### config.mk
export PLATFORM = sky130hd
export DESIGN_NAME = ipv4rx_capture
export DESIGN_NICKNAME = d
export VERILOG_FILES = /design/src/hw/rtl/ipv4rx_pkg.sv /design/src/hw/rtl/ipv4rx_capture.sv
export SDC_FILE = /design/constraint.sdc
export NUM_CORES = 1
export LEC_CHECK = 0
export BUFFER_PORTS_ARGS = -buffer_cell sky130_fd_sc_hd__buf_2
export CORE_AREA = 10 10 146 148
export CTS_CLUSTER_DIAMETER = 50
export CTS_CLUSTER_SIZE = 24
export DETAILED_ROUTE_END_ITERATION = 12
export DIE_AREA = 0 0 156 158
export HOLD_SLACK_MARGIN = 0.05
export PLACE_DENSITY = 0.71
export SLEW_MARGIN = 20
export SYNTH_ARGS = -nofsm -noshare
export SYNTH_HDL_FRONTEND = slang
export SYNTH_SLANG_ARGS = --single-unit
### constraint.sdc
create_clock -name clk -period 9.5 [get_ports clk]
set_input_delay 2.375 -clock clk [delete_from_list [all_inputs] [get_ports clk]]
set_output_delay 2.375 -clock clk [all_outputs]
set_load 0.03 [all_outputs]
### src/hw/rtl/ipv4rx_pkg.sv
// Shared types and constants for the IPv4 receive header checker.
// No dependencies; used by the capture unit and the top level.
package ipv4rx_pkg;

  // Protocol slot table
  localparam int PROTO_SLOT_MAX   = 4;
  localparam int PROTO_SLOT_COUNT = 4;

  // Header layout and checks
  localparam logic [15:0] HDR_MIN        = 16'd20;
  localparam logic [3:0]  IPV4_VERSION   = 4'd4;
  localparam logic [15:0] FRAG_MF_MASK   = 16'h2000;
  localparam logic [15:0] FRAG_OFS_MASK  = 16'h1fff;
  localparam logic [15:0] SUM_GOOD       = 16'hffff;
  localparam logic [15:0] COUNT_MAX      = 16'hffff;
  localparam logic [31:0] LIMITED_BCAST  = 32'hffffffff;

  // Header byte positions
  localparam logic [4:0] POS_VER_IHL  = 5'd0;
  localparam logic [4:0] POS_TOTAL_HI = 5'd2;
  localparam logic [4:0] POS_TOTAL_LO = 5'd3;
  localparam logic [4:0] POS_FRAG_HI  = 5'd6;
  localparam logic [4:0] POS_FRAG_LO  = 5'd7;
  localparam logic [4:0] POS_PROTO    = 5'd9;
  localparam logic [4:0] POS_SRC0     = 5'd12;
  localparam logic [4:0] POS_SRC1     = 5'd13;
  localparam logic [4:0] POS_SRC2     = 5'd14;
  localparam logic [4:0] POS_SRC3     = 5'd15;
  localparam logic [4:0] POS_DST0     = 5'd16;
  localparam logic [4:0] POS_DST1     = 5'd17;
  localparam logic [4:0] POS_DST2     = 5'd18;
  localparam logic [4:0] POS_DST3     = 5'd19;

  // Configuration port
  localparam int CFG_ADDR_W = 5;

  typedef enum logic [2:0] {
    REG_IFACE_PRESENT = 3'd0,
    REG_IFACE_ADDRESS = 3'd1,
    REG_IFACE_NETMASK = 3'd2,
    REG_PROTO_SLOT_A  = 3'd3,
    REG_PROTO_SLOT_B  = 3'd4,
    REG_PROTO_SLOT_C  = 3'd5,
    REG_PROTO_SLOT_D  = 3'd6
  } reg_idx_t;

  typedef enum logic [3:0] {
    V_DELIVER     = 4'd0,
    V_SHORT       = 4'd1,
    V_VERSION     = 4'd2,
    V_HLEN        = 4'd3,
    V_TOTAL       = 4'd4,
    V_CHECKSUM    = 4'd5,
    V_FRAGMENT    = 4'd6,
    V_NO_IFACE    = 4'd7,
    V_NOT_OURS    = 4'd8,
    V_UNSUPPORTED = 4'd9
  } verdict_t;

  // Header fields as they stand after the current byte
  typedef struct packed {
    logic [15:0] len;
    logic [7:0]  version_ihl;
    logic [5:0]  hlen;
    logic [15:0] total;
    logic [15:0] frag;
    logic [7:0]  proto;
    logic [31:0] src;
    logic [31:0] dst;
    logic [15:0] sum;
    logic        at_start;
  } hdr_view_t;

endpackage

### src/hw/rtl/ipv4rx_capture.sv
// Per-packet header capture and running ones' complement checksum.
// Uses ipv4rx_pkg for byte positions and the header view struct.
module ipv4rx_capture (
  input  logic                  clk,
  input  logic                  rst_n,
  input  logic                  step,
  input  logic [7:0]            pkt_byte,
  input  logic                  pkt_last,
  output ipv4rx_pkg::hdr_view_t view
);

  logic [15:0] cnt_r,   cnt_nxt;
  logic [15:0] sum_r,   sum_nxt;
  logic [7:0]  hold_r,  hold_nxt;
  logic [7:0]  vi_r,    vi_nxt;
  logic [15:0] total_r, total_nxt;
  logic [15:0] frag_r,  frag_nxt;
  logic [7:0]  proto_r, proto_nxt;
  logic [31:0] src_r,   src_nxt;
  logic [31:0] dst_r,   dst_nxt;
  logic [5:0]  hlen;
  logic [16:0] sum_wide;

  // Field capture for the header byte at the current position
  always_comb begin
    vi_nxt    = (cnt_r == 16'd0) ? pkt_byte : vi_r;
    total_nxt = total_r;
    frag_nxt  = frag_r;
    proto_nxt = proto_r;
    src_nxt   = src_r;
    dst_nxt   = dst_r;
    if (cnt_r < ipv4rx_pkg::HDR_MIN) begin
      unique case (cnt_r[4:0])
        ipv4rx_pkg::POS_TOTAL_HI: total_nxt[15:8] = pkt_byte;
        ipv4rx_pkg::POS_TOTAL_LO: total_nxt[7:0]  = pkt_byte;
        ipv4rx_pkg::POS_FRAG_HI:  frag_nxt[15:8]  = pkt_byte;
        ipv4rx_pkg::POS_FRAG_LO:  frag_nxt[7:0]   = pkt_byte;
        ipv4rx_pkg::POS_PROTO:    proto_nxt       = pkt_byte;
        ipv4rx_pkg::POS_SRC0:     src_nxt[31:24]  = pkt_byte;
        ipv4rx_pkg::POS_SRC1:     src_nxt[23:16]  = pkt_byte;
        ipv4rx_pkg::POS_SRC2:     src_nxt[15:8]   = pkt_byte;
        ipv4rx_pkg::POS_SRC3:     src_nxt[7:0]    = pkt_byte;
        ipv4rx_pkg::POS_DST0:     dst_nxt[31:24]  = pkt_byte;
        ipv4rx_pkg::POS_DST1:     dst_nxt[23:16]  = pkt_byte;
        ipv4rx_pkg::POS_DST2:     dst_nxt[15:8]   = pkt_byte;
        ipv4rx_pkg::POS_DST3:     dst_nxt[7:0]    = pkt_byte;
        default: ;
      endcase
    end
  end

  // Header length follows the version/IHL byte, including the one arriving now
  assign hlen = {vi_nxt[3:0], 2'b00};

  // Checksum: hold the even byte, add the word on the odd byte, fold the carry
  assign sum_wide = {1'b0, sum_r} + {1'b0, hold_r, pkt_byte};

  always_comb begin
    hold_nxt = hold_r;
    sum_nxt  = sum_r;
    if (cnt_r < {10'd0, hlen}) begin
      if (!cnt_r[0]) begin
        hold_nxt = pkt_byte;
      end else begin
        sum_nxt = sum_wide[15:0] + {15'd0, sum_wide[16]};
      end
    end
  end

  // Saturating byte count
  assign cnt_nxt = (cnt_r != ipv4rx_pkg::COUNT_MAX) ? cnt_r + 16'd1 : ipv4rx_pkg::COUNT_MAX;

  // Advance on each byte, clear everything after the last one
  always_ff @(posedge clk) begin
    if (!rst_n) begin
      cnt_r   <= '0;
      sum_r   <= '0;
      hold_r  <= '0;
      vi_r    <= '0;
      total_r <= '0;
      frag_r  <= '0;
      proto_r <= '0;
      src_r   <= '0;
      dst_r   <= '0;
    end else if (step) begin
      if (pkt_last) begin
        cnt_r   <= '0;
        sum_r   <= '0;
        hold_r  <= '0;
        vi_r    <= '0;
        total_r <= '0;
        frag_r  <= '0;
        proto_r <= '0;
        src_r   <= '0;
        dst_r   <= '0;
      end else begin
        cnt_r   <= cnt_nxt;
        sum_r   <= sum_nxt;
        hold_r  <= hold_nxt;
        vi_r    <= vi_nxt;
        total_r <= total_nxt;
        frag_r  <= frag_nxt;
        proto_r <= proto_nxt;
        src_r   <= src_nxt;
        dst_r   <= dst_nxt;
      end
    end
  end

  // Fields as they stand once the current byte is in
  always_comb begin
    view.len         = cnt_nxt;
    view.version_ihl = vi_nxt;
    view.hlen        = hlen;
    view.total       = total_nxt;
    view.frag        = frag_nxt;
    view.proto       = proto_nxt;
    view.src         = src_nxt;
    view.dst         = dst_nxt;
    view.sum         = sum_nxt;
    view.at_start    = (cnt_r == 16'd0);
  end

endmodule

==> flow_summary.json, run 1 <==
{
  "cts_tree": "built",
  "synth_top_area_frac": 0.345,
  "drc": 0,
  "hpwl_mm": 19.4,
  "dp_worst_setup_slack_ns": 0.831,
  "fin_crit_sh": 0.921,
  "wl_mm": 28.6,
  "nFillCells": 1684,
  "setup_viol": 0,
  "finalHoldViolCount": 0,
  "cts_root_buf": "clkbuf_16",
  "cts.sinks": 152,
  "grt.overflow.total": 0,
  "netlist_area_sq_um": 8830,
  "htree_levels": 4,
  "wire_per_inst_microns": 20.3,
  "final_nets": 1202,
  "reg2reg_slack_ns": 5.11,
  "startpoint_type": "input pin",
  "n_antenna_cell": 0,
  "port_buffers": 160,
  "cts_resized": 0,
  "status": "finished, final reports clean",
  "async_reset_ff_frac": 0,
  "rsz0062_at_grt": "no",
  "cts_buffer_depth": 2,
  "criticalPathCategory": "in2out",
  "synth_edf_count": 0,
  "synthFlopType": "dfxtp_1",
  "hold_buffers": 0,
  "postRouteAntennaNets": 0,
  "core.rowCount": 50,
  "grt_pass1_wl_mm": 44.4,
  "synth_area_leaders": "dfxtp_1 (34%), mux2_2 (12%), a22oi_1 (9.0%), nor2_1 (7.5%), nand2_1 (5.0%)",
  "maxSlewHeadroom": 0.378,
  "finalNonFillerCells": 1408,
  "syn_avg_cell_area_sq_um": 8.36,
  "r2r-end": "sum_r[6]",
  "area_growth_pct": 15.7,
  "critPathArrivalTime_ns": 6.38,
  "yosysUniqueCellTypes": 70,
  "worstMarginPinSlew_ns": 0.933,
  "top_level_ports": 163,
  "ys_seq_area_frac": 0.345,
  "drtIter0Drc": 693,
  "dieArea_sq_um": 24600,
  "hold_slack_ns": 0.505,
  "fin_skew_ns": 0.0127,
  "vias": 8269,
  "coreArea_sq_um": 18500,
  "vias_per_cell": 5.87,
  "initial_utilization": 0.479,
  "yosys_warnings": 0,
  "worstHoldStart": "dst_r[21]",
  "layout_common_cells": "nor2_1 (176), buf_2 (160), dfxtp_1 (152)",
  "clkTransAtPathRegs_ns": 0.06,
  "post_route_cells_drive_above_1_share": 0.272,
  "required_ns": 7.13,
  "min_path_cells": 2,
  "grt_pass1_vias": 8059,
  "peakVddDrop_v": 0.000129,
  "dr.pass1.iters": 6,
  "dpl.cell_count": 1378,
  "setup_slack_ns": 0.748,
  "layout.cells.most_common": "nor2_1",
  "grt_usage": 0.226,
  "grt_max_degree": 88,
  "fmax_mhz": 114,
  "synth.ff_latch_count": 152,
  "finalMaxSlewViolations": 0,
  "die_y_microns": 158,
  "power-per-cell-area_nw_per_um2": 145,
  "holdPathEnd": "dst_r[21]",
  "totalNegativeSetupSlack_ns": 0,
  "p_leak_nw": 4.68,
  "reg2reg_from": "cnt_r[0]",
  "cts_setup_buffers": 0,
  "min_period_ns": 8.75,
  "antenna_found_initial": 0,
  "finalPower_mw": 1.48,
  "worstSetupEndpointType": "output pin",
  "cp_max_fo": 16,
  "place_congestion": 0.952,
  "drv_cap": 0,
  "cts_inserted_buffers": 17,
  "hold_class": "reg2reg",
  "rr_worst_depth": 13,
  "netlist_instances": 1056,
  "clkLatencyLatePin_ns": 0.43,
  "synth_top_area_cell": "dfxtp_1",
  "fp.dieW_microns": 156
}
-- logic make-up after synthesis --
kind of cell,count (synthesis),share of synthesized area
and+or+nand+nor,411,0.218
AOI/OAI and AO/OA,236,0.190
DFF,152,0.345
muxes,101,0.129
buffers and inverters,95,0.0462
xor gates and xnor gates,33,0.0327
adders and majority gates,27,0.0391
other,1,0.000425
-- worst max-delay path, cell delays in order --
cell      delay (ns)
buf_2           0.32
ha_1            0.27
fa_1            0.25
a211oi_1        0.12
o2111a_1        0.28
nand3b_1        0.19
a31oi_1         0.29
a21o_1          0.16
a21o_1          0.13
ha_1            0.17
ha_1            0.18
and2_1          0.15
nand4_1         0.15
nor3b_1         0.55
nand4_1         0.19
xnor2_1         0.17
mux2_2          0.26
buf_2           0.18
-- flip-flops by register name (all words and copies together) (netlist names) --
register and count:
cnt_r 16, dst_r 32, frag_r 16, hold_r 8, proto_r 8, src_r 32
sum_r 16, total_r 16, vi_r 8
-- worst max path at each step --
stage / cells past startpoint / endpoint / startpoint / slack, ns
final: 18 / view[15] / pkt_byte[0] / 0.75
after global routing: 18 / view[15] / pkt_byte[0] / 0.45
after CTS: 18 / view[15] / pkt_byte[0] / 0.81
after detailed placement: 18 / view[15] / pkt_byte[0] / 0.83
after global placement: 18 / view[15] / pkt_byte[0] / 0.92
after floorplan: 15 / view[9] / pkt_byte[0] / 1.39
-- routing by layer --
metal  vias to the layer above  part of all wire  track usage
met5                         -                 0            0
met3                        54             0.083       0.0535
met1                      3931              0.43        0.287
met2                       329              0.46        0.363
met4                         0             0.025       0.0850
li1                       3955                 -            -
-- stage by stage --
step	cell area [sq um]	utilization
2_1_floorplan	8830	-
3_3_place_gp	9630	0.522
4_1_cts	10200	0.554
5_1_grt	10200	0.554
6_report	10200	0.554
3_5_place_dp	9630	0.522
-- synth_stat cells (15+ instances only) --
cell	count
a22oi_1	106
nand2_1	117
o21ai_0	21
inv_1	15
ha_1	26
a21oi_1	43
nor2b_1	31
clkbuf_1	51
dfxtp_1	152
xnor2_1	19
mux2_2	93
nor2_1	176
buf_2	17
-- area by class of cell --
type                    count  area, sq um  area share
multi-input cells         810         5390       0.527
flip-flops and latches    152         3040       0.298
repair buffers            165          838      0.0820
clock buffers              19          443      0.0433
well taps                 234          293      0.0286
clock inverters            11          149      0.0146
inverters                  17         68.8     0.00673
-- power breakdown --
group / switching (mW) / leakage (nW) / total [mW] / internal (mW)
clock: 0.275 / 0.281 / 0.692 / 0.417
sequential: 0.00303 / 1.23 / 0.644 / 0.641
combinational: 0.111 / 3.17 / 0.146 / 0.0351
total: 0.388 / 4.68 / 1.48 / 1.09
(Power assumes the default switching activity.)
==> inputs of run 2 (changes only) <==
CORE_AREA = 10 10 155 157   (was 10 10 146 148)
CTS_BUF_LIST = sky130_fd_sc_hd__clkbuf_2   (was unset)
DIE_AREA = 0 0 165 167   (was 0 0 156 158)
PLACE_DENSITY = unset   (was 0.71)
==> run 2 against run 1 <==
Net effect:
- sequential share of layout area grew 0.82 points
- core utilization fell by 7.6 points
- cell count is 3.2% higher
==> flow_summary.json, run 2 (synthesis gave the netlist of run 1 again) <==
{
  "status": "finished, final reports clean",
  "antenna_found_initial": 1,
  "fin_skew_ns": 0.0566,
  "place_congestion": 0.840,
  "grt_usage": 0.203,
  "setup_slack_ns": 0.690,
  "globalRouteMet2Util": 0.311,
  "top_level_ports": 163,
  "vias": 8261,
  "cts_tree": "built",
  "grt_pass1_wl_mm": 44.7,
  "cts.sinks": 152,
  "combPwrFrac": 0.120,
  "fp.dieW_microns": 165,
  "cts_inserted_buffers": 17,
  "port_buffers": 160,
  "drtIter0Drc": 672,
  "dpl.cell_count": 1420,
  "grt-busiest-layer": "met2",
  "grt_pass1_vias": 7963,
  "dr.pass1.iters": 5,
  "dieArea_sq_um": 27600,
  "wire_per_inst_microns": 20.0,
  "cts_root_buf": "clkbuf_2",
  "grt.overflow.total": 0,
  "startpoint_type": "input pin",
  "area_growth_pct": 12.6,
  "nFillCells": 2101,
  "htree_levels": 4,
  "hpwl_mm": 19.8,
  "rsz0062_at_grt": "no",
  "use_met3": 0.0483,
  "drv_cap": 0,
  "hold_class": "reg2reg",
  "critPathArrivalTime_ns": 6.44,
  "required_ns": 7.13,
  "finish.utilization": 0.478,
  "switching_share": 0.293,
  "dp_worst_setup_slack_ns": 0.717,
  "layout.cells.most_common": "nor2_1",
  "criticalPathCategory": "in2out",
  "switching_power_uw": 352,
  "die_y_microns": 167,
  "setup_viol": 0,
  "use_met1": 0.268,
  "totalNegativeSetupSlack_ns": 0,
  "finalNonFillerCells": 1453,
  "fmax_mhz": 114,
  "grt_max_degree": 81,
  "finalHoldViolCount": 0,
  "peakVddDrop_v": 0.0000607,
  "seqPwrFrac": 0.538,
  "multi_input_area_sq_um": 5390,
  "p_leak_nw": 4.56,
  "cts_setup_buffers": 0,
  "min_period_ns": 8.81,
  "hold_buffers": 0,
  "ff_latch_area_sq_um": 3040,
  "maxSlewHeadroom": 0.397,
  "clkTransAtPathRegs_ns": 0.19,
  "vias_per_cell": 5.69,
  "coreArea_sq_um": 20800,
  "intPower_uw": 849,
  "post_route_cells_drive_above_1_share": 0.270,
  "initial_utilization": 0.424,
  "postRouteAntennaNets": 0,
  "fin_crit_sh": 0.927,
  "cts_buffer_depth": 2,
  "final_nets": 1203,
  "wl_mm": 29.1,
  "pwr-share-clk": 0.341,
  "worstMarginPinSlew_ns": 0.905,
  "top_regs": "dst_r (32), src_r (32)",
  "layout_common_cells": "nor2_1 (176), buf_2 (160), dfxtp_1 (152)",
  "finalMaxSlewViolations": 0,
  "cts_resized": 0,
  "power-per-cell-area_nw_per_um2": 121,
  "min_path_cells": 2,
  "place_area_sq_um": 9690,
  "core.rowCount": 53,
  "clkLatencyLatePin_ns": 0.79,
  "drc": 0,
  "worstSetupEndpointType": "output pin",
  "rr_worst_depth": 13,
  "cp_max_fo": 16,
  "stdcell_area_sq_um": 9950
}
run 2: changes by cell type in the layout (fill, tap and decap cells not counted), moves of 2 or more:
| cell | previous run | this run |
|---|---|---|
| clkbuf_2 | 0 | 20 |
| clkbuf_16 | 17 | 0 |
| clkinv_1 | 2 | 7 |
| clkinv_4 | 2 | 0 |
| clkinvlp_4 | 3 | 1 |
run 2: power groups by stage:
stage	clock, mW	sequential [mW]	combinational, mW
global placement	0	0.658	0.144
floorplan	0	0.657	0.102
finish	0.410	0.646	0.145
CTS	0.418	0.646	0.144
global route	0.442	0.647	0.155
detailed placement	0	0.659	0.144
run 2: cell type report:
type                            instances  share of cell area
Sequential cell                       152               0.306
Clock inverter                         12              0.0157
Clock buffer                           20              0.0101
Timing Repair Buffer                  166              0.0850
Inverter                               17             0.00692
Multi-Input combinational cell        810               0.542
Tap cell                              275              0.0346
Antenna cell                            1            0.000252
run 2: final timing paths:
kind	startpoint	end	slack, ns
worst min-delay path	dst_r[27]	dst_r[27]	0.53
worst max register to register	cnt_r[0]	sum_r[6]	5.03
worst max-delay path	pkt_byte[0]	view[16]	0.69
worst min register to register	dst_r[27]	dst_r[27]	0.53
run 2: worst max-delay path, cell delays in order:
cell,delay (ns)
buf_2,0.32
ha_1,0.28
fa_1,0.26
a211oi_1,0.12
o2111a_1,0.27
nand3b_1,0.18
a31oi_1,0.26
a21o_1,0.15
a21o_1,0.13
ha_1,0.17
and3_1,0.20
nor3b_1,0.27
nand4_1,0.27
nor4_1,0.37
nand4_1,0.17
xnor2_1,0.17
mux2_2,0.27
buf_2,0.18
run 2: metal layers:
layer,part of all wire,up-vias
li1,-,3963
met1,0.45,3944
met2,0.45,297
met3,0.070,57
met4,0.030,0
met5,0,-
run 2: per-stage QoR:
stage | hold slack (ns) | power [mW]
after global placement | 0.484 | 0.802
after global routing | 0.560 | 1.24
after detailed placement | 0.496 | 0.803
final | 0.530 | 1.20
after CTS | 0.540 | 1.21
after floorplan | 0.473 | 0.759
==> inputs of run 3 (changes only) <==
REMOVE_ABC_BUFFERS = 1   (was unset)
==> run 3 against run 2 <==
Net effect:
- count of clock-buffer cells in the layout decreased by 2
- first-iteration DRC count decreased by 9.2%
- die area unchanged
- flip-flop and latch count unchanged
- design area about the same
- critical path type unchanged
- critical endpoint unchanged
- largest cell class unchanged
==> flow_summary.json, run 3 (synthesis gave the netlist of run 1 again) <==
{
  "reg2reg_slack_ns": 5.09,
  "finalMaxSlewViolations": 0,
  "postRouteAntennaNets": 0,
  "cts_resized": 0,
  "drtIter0Drc": 610,
  "seqPwrFrac": 0.546,
  "wire_per_inst_microns": 20.2,
  "grt.overflow.total": 0,
  "holdPathEnd": "dst_r[30]",
  "place_congestion": 0.877,
  "maxSlewHeadroom": 0.404,
  "hold_buffers": 0,
  "drt-met1-wl_mm": 13.7,
  "cts.sinks": 152,
  "coreArea_sq_um": 20800,
  "highest_layer": "met4",
  "port_buffers": 160,
  "wl_mm": 29.4,
  "p_leak_nw": 4.56,
  "grt_max_degree": 78,
  "fin_skew_ns": 0.0335,
  "drv_cap": 0,
  "critPathArrivalTime_ns": 6.30,
  "cts_inserted_buffers": 17,
  "layout_common_cells": "nor2_1 (176), buf_2 (160), dfxtp_1 (152)",
  "cts_tree": "built",
  "finalNonFillerCells": 1454,
  "hpwl_mm": 20.1,
  "htree_levels": 4,
  "worstSetupEndpointType": "output pin",
  "grt_usage": 0.202,
  "top_regs": "dst_r (32), src_r (32)",
  "finalHoldViolCount": 0,
  "initial_utilization": 0.424,
  "clkLatencyLatePin_ns": 0.74,
  "vias_per_cell": 5.67,
  "hold_class": "reg2reg",
  "criticalPathCategory": "in2out",
  "switching_power_uw": 360,
  "pwr-share-clk": 0.329,
  "drc": 0,
  "worstMarginPinSlew_ns": 0.888,
  "dr_wl_met2_mm": 13.0,
  "rsz0062_at_grt": "no",
  "top_level_ports": 163,
  "core.rowCount": 53,
  "rr_worst_depth": 13,
  "grt_pass1_vias": 7671,
  "r2r-end": "sum_r[6]",
  "die_y_microns": 167,
  "layout.cells.most_common": "nor2_1",
  "startpoint_type": "input pin",
  "dpl.cell_count": 1423,
  "vias": 8239,
  "cts_setup_buffers": 0,
  "final_nets": 1206,
  "min_period_ns": 8.67,
  "peakVddDrop_v": 0.0000671,
  "min_path_cells": 2,
  "finalPower_mw": 1.18,
  "area_growth_pct": 12.7,
  "fp.dieW_microns": 165,
  "setup_viol": 0,
  "intPower_uw": 824,
  "reg2reg_from": "cnt_r[0]",
  "fin_crit_sh": 0.913,
  "grt_pass1_wl_mm": 44.2,
  "cts_buffer_depth": 2,
  "power-per-cell-area_nw_per_um2": 119,
  "required_ns": 7.13,
  "status": "finished, final reports clean",
  "setup_slack_ns": 0.827,
  "dieArea_sq_um": 27600,
  "totalNegativeSetupSlack_ns": 0,
  "cp_max_fo": 16,
  "dp_worst_setup_slack_ns": 0.851,
  "worstHoldStart": "dst_r[30]",
  "dr.pass1.iters": 6,
  "post_route_cells_drive_above_1_share": 0.274,
  "wl_met3_mm": 2.12,
  "switching_share": 0.304,
  "antenna_found_initial": 1,
  "combPwrFrac": 0.125,
  "clkTransAtPathRegs_ns": 0.20,
  "fmax_mhz": 115,
  "cts_root_buf": "clkbuf_2"
}
==> run 3: layout make-up <==
type	count	area [sq um]
clock buffer	18	90.1
fill	2083	10900
tap	275	344
inverter	17	68.8
sequential	152	3040
timing repair buffer	169	868
multi-input combinational	810	5390
antenna	1	2.50
clock inverter	12	153
==> run 3: power groups by stage <==
stage	logic (mW)	clock network, mW	registers, mW
after floorplan	0.0853	0	0.657
after global placement	0.146	0	0.658
after detailed placement	0.147	0	0.659
after CTS	0.147	0.395	0.646
after global routing	0.159	0.418	0.647
final	0.148	0.389	0.646
==> run 3: critical path, stage by stage <==
cell and delay (ns):
buf_2 0.26, ha_1 0.44, o21ai_0 0.17, o2111a_1 0.28
nand3b_1 0.18, a31oi_1 0.27, a21o_1 0.15, a21o_1 0.12
ha_1 0.19, and3_1 0.19, nor3b_1 0.26, nand4_1 0.29
nor4_1 0.34, nand4_1 0.16, xnor2_1 0.17, mux2_2 0.26
buf_2 0.18
==> run 3: stage by stage <==
step	hold WS, ns	area (sq um)	util
floorplan	0.473	8490	-
detailed placement	0.497	9710	0.466
finish	0.538	9960	0.478
global placement	0.484	9710	0.466
global route	0.566	9960	0.478
CTS	0.542	9950	0.478
==> run 3: how the worst max path moves through the flow <==
stage	start	end	slack, ns	cells after the start
6_report	pkt_byte[4]	view[16]	0.83	17
5_1_grt	pkt_byte[4]	view[16]	0.50	17
4_1_cts	pkt_byte[4]	view[16]	0.82	17
3_5_place_dp	pkt_byte[4]	view[16]	0.85	17
3_3_place_gp	pkt_byte[4]	view[16]	0.93	17
2_1_floorplan	pkt_byte[0]	view[9]	1.39	15
==> run 3: routing by layer <==
metal | global-route usage | vias up
met5 | 0 | -
met4 | 0.0570 | 0
met3 | 0.0456 | 38
met2 | 0.306 | 292
met1 | 0.278 | 3949
li1 | - | 3960
